<file path="src/hw/rtl/ple_pkg.sv">
// Shared types, codes and constants for the positional list engine.
`timescale 1ns / 1ps
`default_nettype none

package ple_pkg;

  // Fixed field widths of the stream items
  localparam int unsigned ACTION_W   = 3;
  localparam int unsigned POS_W      = 10;
  localparam int unsigned VALUE_W    = 32;
  localparam int unsigned STATUS_W   = 2;
  localparam int unsigned LCOUNT_W   = 10;
  localparam int unsigned IN_TDATA_W  = 48;
  localparam int unsigned OUT_TDATA_W = 48;

  // Fan-in of one stage of the readout OR tree
  localparam int unsigned FAN_IN = 8;

  typedef enum logic [ACTION_W-1:0] {
    ACT_INS_FRONT = 3'd0,
    ACT_INS_BACK  = 3'd1,
    ACT_INS_AT    = 3'd2,
    ACT_REM_FRONT = 3'd3,
    ACT_REM_BACK  = 3'd4,
    ACT_REM_AT    = 3'd5
  } action_e;

  typedef enum logic [STATUS_W-1:0] {
    ST_OK     = 2'd0,
    ST_EMPTY  = 2'd1,
    ST_FULL   = 2'd2,
    ST_BADPOS = 2'd3
  } status_e;

  // Broadcast to every cell for the accepted item
  typedef struct packed {
    logic ins;
    logic rem;
  } cell_ctl_t;

  // Registered stages needed to OR-reduce depth leaves, at least one
  function automatic int unsigned tree_levels(input int unsigned depth);
    int unsigned span;
    int unsigned lvl;
    span = 1;
    lvl  = 0;
    while (span < depth) begin
      span = span * FAN_IN;
      lvl  = lvl + 1;
    end
    return (lvl < 1) ? 1 : lvl;
  endfunction

endpackage

`default_nettype wire

</file>
<file path="src/hw/rtl/ple_cell.sv">
// One list cell: holds a word, shifts from a neighbor on insert or removal.
`timescale 1ns / 1ps
`default_nettype none

module ple_cell import ple_pkg::*; #(
  parameter int unsigned W     = 32,
  parameter int unsigned PW    = 10,
  parameter int unsigned INDEX = 0
) (
  input  wire logic          clk_i,
  input  wire cell_ctl_t     ctl_i,
  input  wire logic [PW-1:0] pos_i,
  input  wire logic [W-1:0]  value_i,
  input  wire logic [W-1:0]  left_i,
  input  wire logic [W-1:0]  right_i,
  output logic [W-1:0]       data_o,
  output logic [W-1:0]       hit_o
);

  localparam logic [PW-1:0] MY_IDX = PW'(INDEX);

  logic [W-1:0] data_q, data_d;

  always_comb begin
    data_d = data_q;
    if (ctl_i.ins) begin
      if (MY_IDX > pos_i) begin
        data_d = left_i;
      end else if (MY_IDX == pos_i) begin
        data_d = value_i;
      end
    end else if (ctl_i.rem) begin
      if (MY_IDX >= pos_i) begin
        data_d = right_i;
      end
    end
  end

  // payload, no reset
  always_ff @(posedge clk_i) begin
    data_q <= data_d;
  end

  assign data_o = data_q;
  // word leaving the list, zero when this cell is not the removal target
  assign hit_o  = (ctl_i.rem && (MY_IDX == pos_i)) ? data_q : '0;

endmodule

`default_nettype wire

</file>
<file path="config.mk">
export PLATFORM = sky130hd
export DESIGN_NAME = ple_cell
export DESIGN_NICKNAME = d
export VERILOG_FILES = /design/src/hw/rtl/ple_pkg.sv /design/src/hw/rtl/ple_cell.sv
export SDC_FILE = /design/constraint.sdc
export NUM_CORES = 1
export LEC_CHECK = 0
export BUFFER_PORTS_ARGS = -buffer_cell sky130_fd_sc_hd__buf_4
export CAP_MARGIN = 20
export CORE_MARGIN = 5
export CORE_UTILIZATION = 30
export DETAILED_ROUTE_END_ITERATION = 8
export GPL_ROUTABILITY_DRIVEN = 1
export PLACE_DENSITY = 0.66
export SYNTH_ARGS = -nofsm -noshare
export SYNTH_HDL_FRONTEND = slang
export SYNTH_SLANG_ARGS = --single-unit
</file>
<file path="constraint.sdc">
create_clock -name clk_i -period 5.76 [get_ports clk_i]
set_clock_uncertainty 0.1 [all_clocks]
set_input_delay 0.864 -clock clk_i [delete_from_list [all_inputs] [get_ports clk_i]]
set_output_delay 0.864 -clock clk_i [all_outputs]
set_load 0.02 [all_outputs]
</file>
==> reports/metrics.csv, run 1 <==
stage;metric;value;unit
worst_setup_path;CP Buf/Inv Count;2;
power;Net Sw Power;112;uW
power;Static Leak;0.00124;uW
grt;first-pass GRT wire length;9400;um
yosys;post-synth top area cell;edfxtp_1;
finish;Antenna diodes;0;
sta;RSZ-0062 raised after global routing;false;
yosys;part of the Yosys area used for sequential elements;47.6;%
finish;nets;391;
sta;Period minus WS final;3.70;ns
min_path;hold crit path type;in -> reg;
sta;actual transition at the worst max-transition pin;0.994;ns
worst_setup_path;worst setup path start;pos_i[7];
drt;Post-Route M1 WL;2200;um
worst_setup_path;kind of critical path;in -> out;
die;IO Pins;173;
worst_setup_path;Most common cell on crit path;buf_4;
sta;count of final hold-check violations;0;
place;Placement Setup Slack;2.05;ns
worst_setup_path;Largest stage delay, worst path;1.12;ns
cts;total clock sinks;32;
yosys;Warnings, synthesis;0;
die;die width;92.1;um
drt;DR vias/cell;4.83;
place;Port Buf Inserts;140;
yosys;post-synth top area share;47.6;%
yosys;Cell Area, Synth;2020;um2
place;post-place instance area;3040;um2
sta;final max-slew violation count;0;
finish;finished layout cell area;3120;um2
yosys;Syn Nets;262;
power;Sw Share;22.3;%
drt;max layer used;met4;
sta;Setup WS post-layout;2.06;ns
drt;met2 WL;3310;um
grt;GRT overflow;0;
yosys;Yosys reg bits;32;
cts;Reg clk slew, reported paths;0.07;ns
die;Core Region;6680;um2
worst_setup_path;Crit-path slowest cell;or4_2;
place;post-detail-place hpwl;4470;um
worst_setup_path;CP max FO;33;
worst_setup_path;startpoint types;primary input;
yosys;Mapped Avg Cell Area;13.2;um2
cts;Clock Root Buffer;clkbuf_8;
sta;Max-slew headroom;33.7;%
cts;cts bufs inserted;5;
cts;CTS tree;done;
finish;max reg flops;32;
sta;fmax;0.271;GHz
place;placed cell count;355;
drt;initial drt markers;52;
drt;DRC violations left;0;
job;MaxCap Viol Count;0;
sta;Final TNS setup;0;ns
sta;final setup fails;0;
drt;via count;1748;
drt;Initial DRT Pass Iterations;4;
finish;post-route non-filler standard cell count;362;
drt;met3 WL;542;um
yosys;Synth area leaders;edfxtp_1 (48%), nor4_2 (19%), mux2_2 (18%);
die;DIE AREA;8480;um2
grt;vias in the first global route;1857;
status;outcome;completed;
worst_setup_path;Crit. End Element;output pin;
place;Final Wtd Congestion;0.672;
cts;H-tree levels;2;
sta;Tcrit/Tclk final;64.2;%
finish;utilization after layout;46.6;%
cts;number of setup buffers added after CTS;0;
worst_setup_path;CP arrival;2.73;ns
cts;hold buffer count at CTS;0;
drt;Routed Antenna Nets;0;
grt;GRT Util Overall;14.2;%
die;Initial Util;30.2;%
power;Power Density;161;nW/um2
yosys;post-synthesis cell type count;14;
finish;Layout area overhead;54.2;%
drt;wirelength, routed;6150;um
worst_setup_path;worst-path cell chain;buf_4 -> or4_2 -> nor4_1 -> buf_4;
worst_setup_path;Critical Path Sink;hit_o[31];
cts;clk buf depth;2;
die;row count;30;
grt;initial antenna violation count;0;
power;Clk pwr share;32.0;%
power;Pint;390;uW
finish;layout cell share with drive strength beyond 1;75.9;%
grt;largest net degree at the start of global routing;34;
worst_setup_path;WP depth;4;
power;Max rail drop VDD;116;uV
power;sequential fraction of design power;51.4;%
worst_setup_path;delay-heaviest family, CP;simple AND/OR/NAND/NOR gates;
drt;WL/cell;17.0;um
worst_setup_path;Worst Path Required;4.80;ns
yosys;Gate Count Post-Synth;153;
die;Die H;92.1;um
cts;# resized after CTS;0;
power;Comb power frac;16.6;%
metrics by stage:
step | power (uW) | hold slack [ns]
after floorplan | 306 | 0.984
after global placement | 346 | 1.07
after detailed placement | 348 | 1.07
after CTS | 513 | 0.773
after global routing | 528 | 0.774
final | 503 | 0.786
power by group through the flow:
stage                     registers [uW]  logic, uW  clock network, uW
after global routing                 258       91.2                179
final                                258       83.4                161
after detailed placement             263       84.5                  0
after CTS                            258       84.8                170
after floorplan                      264       43.0                  0
after global placement               263       82.5                  0
cells in the final DEF (no fill, tap or decap), drive strengths merged:
cell type  netlist  layout
buf             12     142
clkbuf           8       6
clkinv           0       1
edfxtp          32      32
mux2            32      32
nand2           32      32
nor2             1       1
nor4            33      33
or2              1       1
or4              2       2
cells by family after synthesis:
kind of cell / Yosys count / share of synthesized area [%]
buffers and inverters: 20 / 7.74
and+or+nand+nor: 69 / 26.9
muxes: 32 / 17.8
DFF: 32 / 47.6
layout make-up:
type | instances | area (um2)
fill | 663 | 3570
timing repair buffer | 142 | 1070
sequential | 32 | 961
multi-input combinational | 101 | 911
tap | 80 | 100
clock buffer | 6 | 72.6
clock inverter | 1 | 5.00
how the worst min path moves through the flow:
stage | from | endpoint | cells past startpoint
floorplan | right_i[0] | data_o[0]$_DFFE_PP_ | 1
global placement | right_i[16] | data_o[16]$_DFFE_PP_ | 2
detailed placement | right_i[16] | data_o[16]$_DFFE_PP_ | 2
CTS | right_i[9] | data_o[9]$_DFFE_PP_ | 2
global route | value_i[15] | data_o[15]$_DFFE_PP_ | 2
finish | right_i[9] | data_o[9]$_DFFE_PP_ | 2
layer usage:
metal  global-route usage (%)  vias up
met4                     4.46        0
li1                         -      831
met1                     14.8      833
met2                     26.1       76
met5                        0        -
met3                     5.25        8
synth_stat cells:
| master | instances |
|---|---|
| or4_1 | 1 |
| nor4_1 | 3 |
| nor4_2 | 30 |
| buf_1 | 3 |
| nand2_1 | 32 |
| clkbuf_1 | 8 |
| or4_4 | 1 |
| or2_2 | 1 |
| nor2_1 | 1 |
| buf_6 | 4 |
| buf_2 | 2 |
| buf_12 | 3 |
| mux2_2 | 32 |
| edfxtp_1 | 32 |
(Power assumes the default switching activity.)
==> inputs of run 2 (changes only) <==
PLACE_DENSITY = 0.68   (was 0.66)
clock period = 3.4 ns   (was 5.76 ns; I/O delays follow)
==> run 2 against run 1 <==
  * Sequential power grew 70%
  * Via count shrank 1.4%
  * Critical path type unchanged
  * Die area is the same
  * Power grew 69%
  * Worst hold slack lost 0.35 ns
  * Final area grew 0.76%
  * Largest power group unchanged
==> reports/metrics.csv, run 2 (same netlist as run 1, synthesis figures left out) <==
stage;metric;value;unit;change
drt;WL/cell;16.1;um;-5.2%
power;Pint;662;uW;+70%
worst_setup_path;Worst Path Required;2.79;ns;-2.01 ns
min_path;hold crit path type;in -> reg;;
sta;fmax;0.385;GHz;
finish;area occupied by multi-input gates;920;um2;+0.96%
cts;Clock Root Buffer;clkbuf_8;;
finish;commonest non-fill, non-tap cells in the layout;buf_4 (144), mux2_2 (32), nand2_1 (32), edfxtp_1 (32), nor4_2 (30);;
die;IO Pins;173;;unchanged
drt;max layer used;met4;;
finish;post-route non-filler standard cell count;364;;+0.55%
sta;Max-slew headroom;35.6;%;+1.8 points
cts;CTS tree;done;;
sta;Period minus WS final;2.60;ns;
power;Net Sw Power;185;uW;+65%
power;Clk pwr share;31.6;%;-0.4 points
place;post-detail-place hpwl;4450;um;-0.37%
sta;actual transition at the worst max-transition pin;0.966;ns;-0.0277 ns
finish;Antenna diodes;0;;unchanged
die;Initial Util;30.2;%;unchanged
grt;first-pass GRT wire length;9160;um;-2.5%
cts;hold buffer count at CTS;0;;unchanged
die;die width;92.1;um;unchanged
grt;vias in the first global route;1814;;-2.3%
drt;Post-Route M1 WL;2190;um;-0.59%
drt;DR vias/cell;4.73;;-2.0%
worst_setup_path;startpoint types;primary input;;
status;outcome;completed;;
sta;RSZ-0062 raised after global routing;false;;
drt;DRC violations left;0;;unchanged
worst_setup_path;CP max FO;17;;-48%
cts;clk buf depth;2;;unchanged
power;Comb power frac;16.8;%;+0.2 points
drt;via count;1723;;-1.4%
die;Core Region;6680;um2;unchanged
place;Final Wtd Congestion;0.710;;+5.6%
finish;nets;393;;+0.51%
worst_setup_path;Crit. End Element;output pin;;
grt;GRT Util Overall;13.7;%;-0.45 points
drt;Routed Antenna Nets;0;;unchanged
worst_setup_path;worst setup path start;pos_i[7];;
sta;final setup fails;0;;unchanged
drt;initial drt markers;31;;-40%
sta;Tcrit/Tclk final;76.5;%;
place;placed cell count;357;;+0.56%
power;sequential fraction of design power;51.6;%;+0.2 points
worst_setup_path;Critical Path Sink;hit_o[5];;
cts;Reg clk slew, reported paths;0.06;ns;about the same
cts;H-tree levels;2;;unchanged
drt;wirelength, routed;5860;um;-4.7%
worst_setup_path;CP arrival;1.99;ns;-0.74 ns
cts;cts bufs inserted;5;;unchanged
finish;Layout area overhead;55.4;%;
cts;total clock sinks;32;;unchanged
die;Die H;92.1;um;unchanged
grt;initial antenna violation count;0;;unchanged
sta;Final TNS setup;0;ns;unchanged
place;Port Buf Inserts;140;;unchanged
sta;count of final hold-check violations;0;;unchanged
finish;most common cell after layout, fill and taps aside;buf_4;;
finish;register area;961;um2;unchanged
grt;GRT overflow;0;;unchanged
cts;number of setup buffers added after CTS;0;;unchanged
job;MaxCap Viol Count;0;;unchanged
power;Max rail drop VDD;124;uV;+7.3%
worst_setup_path;kind of critical path;in -> out;;
drt;met3 WL;437;um;-19%
cts;# resized after CTS;0;;unchanged
finish;layout cell share with drive strength beyond 1;76.1;%;+0.17 points
sta;final max-slew violation count;0;;unchanged
power;Power Density;270;nW/um2;+67%
finish;max reg flops;32;;unchanged
die;DIE AREA;8480;um2;unchanged
drt;met2 WL;3140;um;-5.1%
power;Static Leak;0.00125;uW;+0.91%
drt;Initial DRT Pass Iterations;4;;unchanged
grt;largest net degree at the start of global routing;34;;unchanged
finish;fillers;641;;-3.3%
power;Sw Share;21.8;%;-0.48 points
die;row count;30;;unchanged
[run 2: cell types whose count changed in the layout (fill, tap and decap cells not counted), sizes merged]
cell | before | now
buf | 142 | 144
[run 2: worst min path at each step]
stage                      startpoint                    to  slack, ns  cells after the start
after floorplan            right_i[0]   data_o[0]$_DFFE_PP_       0.63                      1
after global placement     right_i[2]   data_o[2]$_DFFE_PP_       0.71                      2
after detailed placement  value_i[12]  data_o[12]$_DFFE_PP_       0.72                      2
after CTS                  right_i[8]   data_o[8]$_DFFE_PP_       0.42                      2
after global routing      right_i[29]  data_o[29]$_DFFE_PP_       0.42                      2
final                      right_i[8]   data_o[8]$_DFFE_PP_       0.43                      2
[run 2: per-layer routing]
layer,track usage (%),vias to the layer above
li1,-,834
met1,14.7,807
met2,25.2,72
met3,4.68,10
met4,4.21,0
met5,0,-
[run 2: layout make-up]
cell class / instances / share of cell area, %
Clock buffer: 6 / 2.31
Clock inverter: 1 / 0.159
Multi-Input combinational cell: 101 / 29.3
Sequential cell: 32 / 30.6
Tap cell: 80 / 3.19
Timing Repair Buffer: 144 / 34.4
[run 2: through the flow]
step | power (uW) | utilization, % | area [um2] | hold WS, ns | setup WS (ns)
finish | 847 | 47.0 | 3140 | 0.435 | 0.800
global route | 887 | 47.0 | 3140 | 0.421 | 0.649
detailed placement | 590 | 45.8 | 3060 | 0.716 | 0.799
CTS | 870 | 47.0 | 3140 | 0.420 | 0.795
floorplan | 520 | - | 2040 | 0.630 | 0.543
global placement | 586 | 45.8 | 3060 | 0.714 | 0.820
[run 2: power by group through the flow]
stage	registers (uW)	logic, uW	clock network (uW)
2_1_floorplan	446	73.8	0
3_3_place_gp	446	140	0
3_5_place_dp	446	144	0
4_1_cts	437	145	287
5_1_grt	437	155	295
6_report	438	142	268
[run 2: worst max-delay path, cell delays in order]
cell	delay [ns]
buf_4	0.11
or4_2	0.67
buf_4	0.25
nor4_2	0.26
buf_4	0.19
==> inputs of run 3 (changes only) <==
PLACE_DENSITY = 0.66   (was 0.68)
clock period = 2.4 ns   (was 3.4 ns; I/O delays follow)
==> run 3 against run 2 <==
  * Worst setup slack lost 0.61 ns
  * Final area up 2.5%
  * Global-route usage is 0.091 points higher
  * Sequential share of layout area is 0.74 points lower
  * Non-clock buffer count grew 5
  * Cell count rose by 1.4%
  * Worst hold slack lost 0.15 ns
==> reports/metrics.csv, run 3 (same netlist as run 1, synthesis figures left out) <==
stage;metric;value;unit;change
sta;final setup fails;0;;unchanged
cts;CTS tree;done;;
power;Sw Share;22.1;%;+0.26 points
drt;WL/cell;16.2;um;+0.50%
sta;fmax;0.453;GHz;
cts;hold buffer count at CTS;0;;unchanged
sta;RSZ-0062 raised after global routing;false;;
finish;most common cell after layout, fill and taps aside;buf_4;;
finish;max reg flops;32;;unchanged
grt;vias in the first global route;1825;;+0.61%
finish;layout cell share with drive strength beyond 1;76.5;%;+0.41 points
grt;initial antenna violation count;0;;unchanged
finish;Antenna diodes;0;;unchanged
finish;nets;398;;+1.3%
power;sequential fraction of design power;51.0;%;-0.6 points
drt;met2 WL;3180;um;+1.3%
cts;cts bufs inserted;5;;unchanged
drt;wirelength, routed;5970;um;+1.9%
worst_setup_path;CP arrival;1.75;ns;-0.24 ns
grt;GRT Util Overall;13.8;%;+0.091 points
grt;first-pass GRT wire length;9250;um;+0.91%
drt;initial drt markers;42;;+35%
power;Pint;947;uW;+43%
worst_setup_path;kind of critical path;in -> out;;
cts;H-tree levels;2;;unchanged
grt;largest net degree at the start of global routing;34;;unchanged
die;Initial Util;30.2;%;unchanged
power;Comb power frac;17.4;%;+0.6 points
power;Static Leak;0.00129;uW;+3.4%
drt;met3 WL;562;um;+29%
min_path;hold crit path type;in -> reg;;
power;Max rail drop VDD;207;uV;+66%
place;Final Wtd Congestion;0.658;;-7.3%
place;post-detail-place hpwl;4520;um;+1.6%
worst_setup_path;startpoint types;primary input;;
drt;via count;1751;;+1.6%
sta;Period minus WS final;2.21;ns;
place;placed cell count;362;;+1.4%
finish;commonest non-fill, non-tap cells in the layout;buf_4 (146), mux2_2 (32), nand2_1 (32), edfxtp_1 (32), nor4_2 (30);;
sta;final max-slew violation count;0;;unchanged
sta;count of final hold-check violations;0;;unchanged
worst_setup_path;Worst Path Required;1.94;ns;-0.85 ns
finish;post-route non-filler standard cell count;369;;+1.4%
die;DIE AREA;8480;um2;unchanged
place;post-place instance area;3140;um2;+2.5%
die;row count;30;;unchanged
place;Port Buf Inserts;140;;unchanged
power;Power Density;378;nW/um2;+40%
drt;DR vias/cell;4.75;;+0.25%
job;MaxCap Viol Count;0;;unchanged
cts;Clock Root Buffer;clkbuf_8;;
finish;fillers;631;;-1.6%
cts;clk buf depth;2;;unchanged
die;IO Pins;173;;unchanged
sta;actual transition at the worst max-transition pin;0.389;ns;-0.577 ns
cts;# resized after CTS;0;;unchanged
grt;GRT overflow;0;;unchanged
die;Core Region;6680;um2;unchanged
drt;max layer used;met4;;
finish;finished layout cell area;3220;um2;+2.5%
worst_setup_path;Crit. End Element;output pin;;
drt;Initial DRT Pass Iterations;4;;unchanged
power;Net Sw Power;269;uW;+45%
drt;Routed Antenna Nets;0;;unchanged
sta;Max-slew headroom;74.1;%;+38 points
drt;Post-Route M1 WL;2200;um;+0.59%
cts;Reg clk slew, reported paths;0.06;ns;about the same
sta;Min Hold Slack;0.283;ns;-0.152 ns
finish;Layout area overhead;59.2;%;
worst_setup_path;CP max FO;16;;-1
status;outcome;completed;;
die;Die H;92.1;um;unchanged
die;die width;92.1;um;unchanged
cts;number of setup buffers added after CTS;0;;unchanged
sta;Tcrit/Tclk final;91.9;%;
drt;DRC violations left;0;;unchanged
power;Clk pwr share;31.6;%;about the same
cts;total clock sinks;32;;unchanged
run 3: cell types whose count changed in the layout (fill, tap and decap cells not counted), sizes merged:
cell and change:
buf +5
run 3: layout make-up:
| cell class | count | area, um2 | share of cell area, % |
|---|---|---|---|
| clock buffers | 6 | 72.6 | 2.26 |
| clock inverters | 1 | 5.00 | 0.156 |
| multi-input cells | 101 | 922 | 28.7 |
| flip-flops and latches | 32 | 961 | 29.9 |
| well taps | 80 | 100 | 3.11 |
| repair buffers | 149 | 1160 | 35.9 |
run 3: critical path, cell delays in order:
cell and delay, ns:
buf_4 0.11, or4_4 0.59, buf_4 0.25, nor4_2 0.24, buf_4 0.19
run 3: per-layer routing:
layer / vias to the layer above / track usage, %
met2: 81 / 25.3
li1: 846 / -
met4: 0 / 2.97
met5: - / 0
met1: 822 / 15.1
met3: 2 / 5.17
run 3: final timing paths:
kind	start	endpoint	slack, ns	cells past startpoint
hold / removal	right_i[9]	data_o[9]$_DFFE_PP_	0.28	2
setup / recovery	pos_i[7]	hit_o[29]	0.19	5
run 3: metrics by stage:
stage	util (%)	setup TNS (ns)	power [uW]	worst slack, ns
2_1_floorplan	-	-9.35	738	-0.292
3_3_place_gp	47.0	0	843	0.184
3_5_place_dp	47.0	0	847	0.175
4_1_cts	48.1	0	1240	0.189
5_1_grt	48.1	0	1270	0.111
6_report	48.1	0	1220	0.194
run 3: power groups by stage:
stage | logic (uW) | registers, uW | clock network, uW
floorplan | 106 | 632 | 0
global placement | 211 | 632 | 0
detailed placement | 215 | 632 | 0
CTS | 216 | 619 | 405
global route | 231 | 619 | 421
finish | 212 | 620 | 384
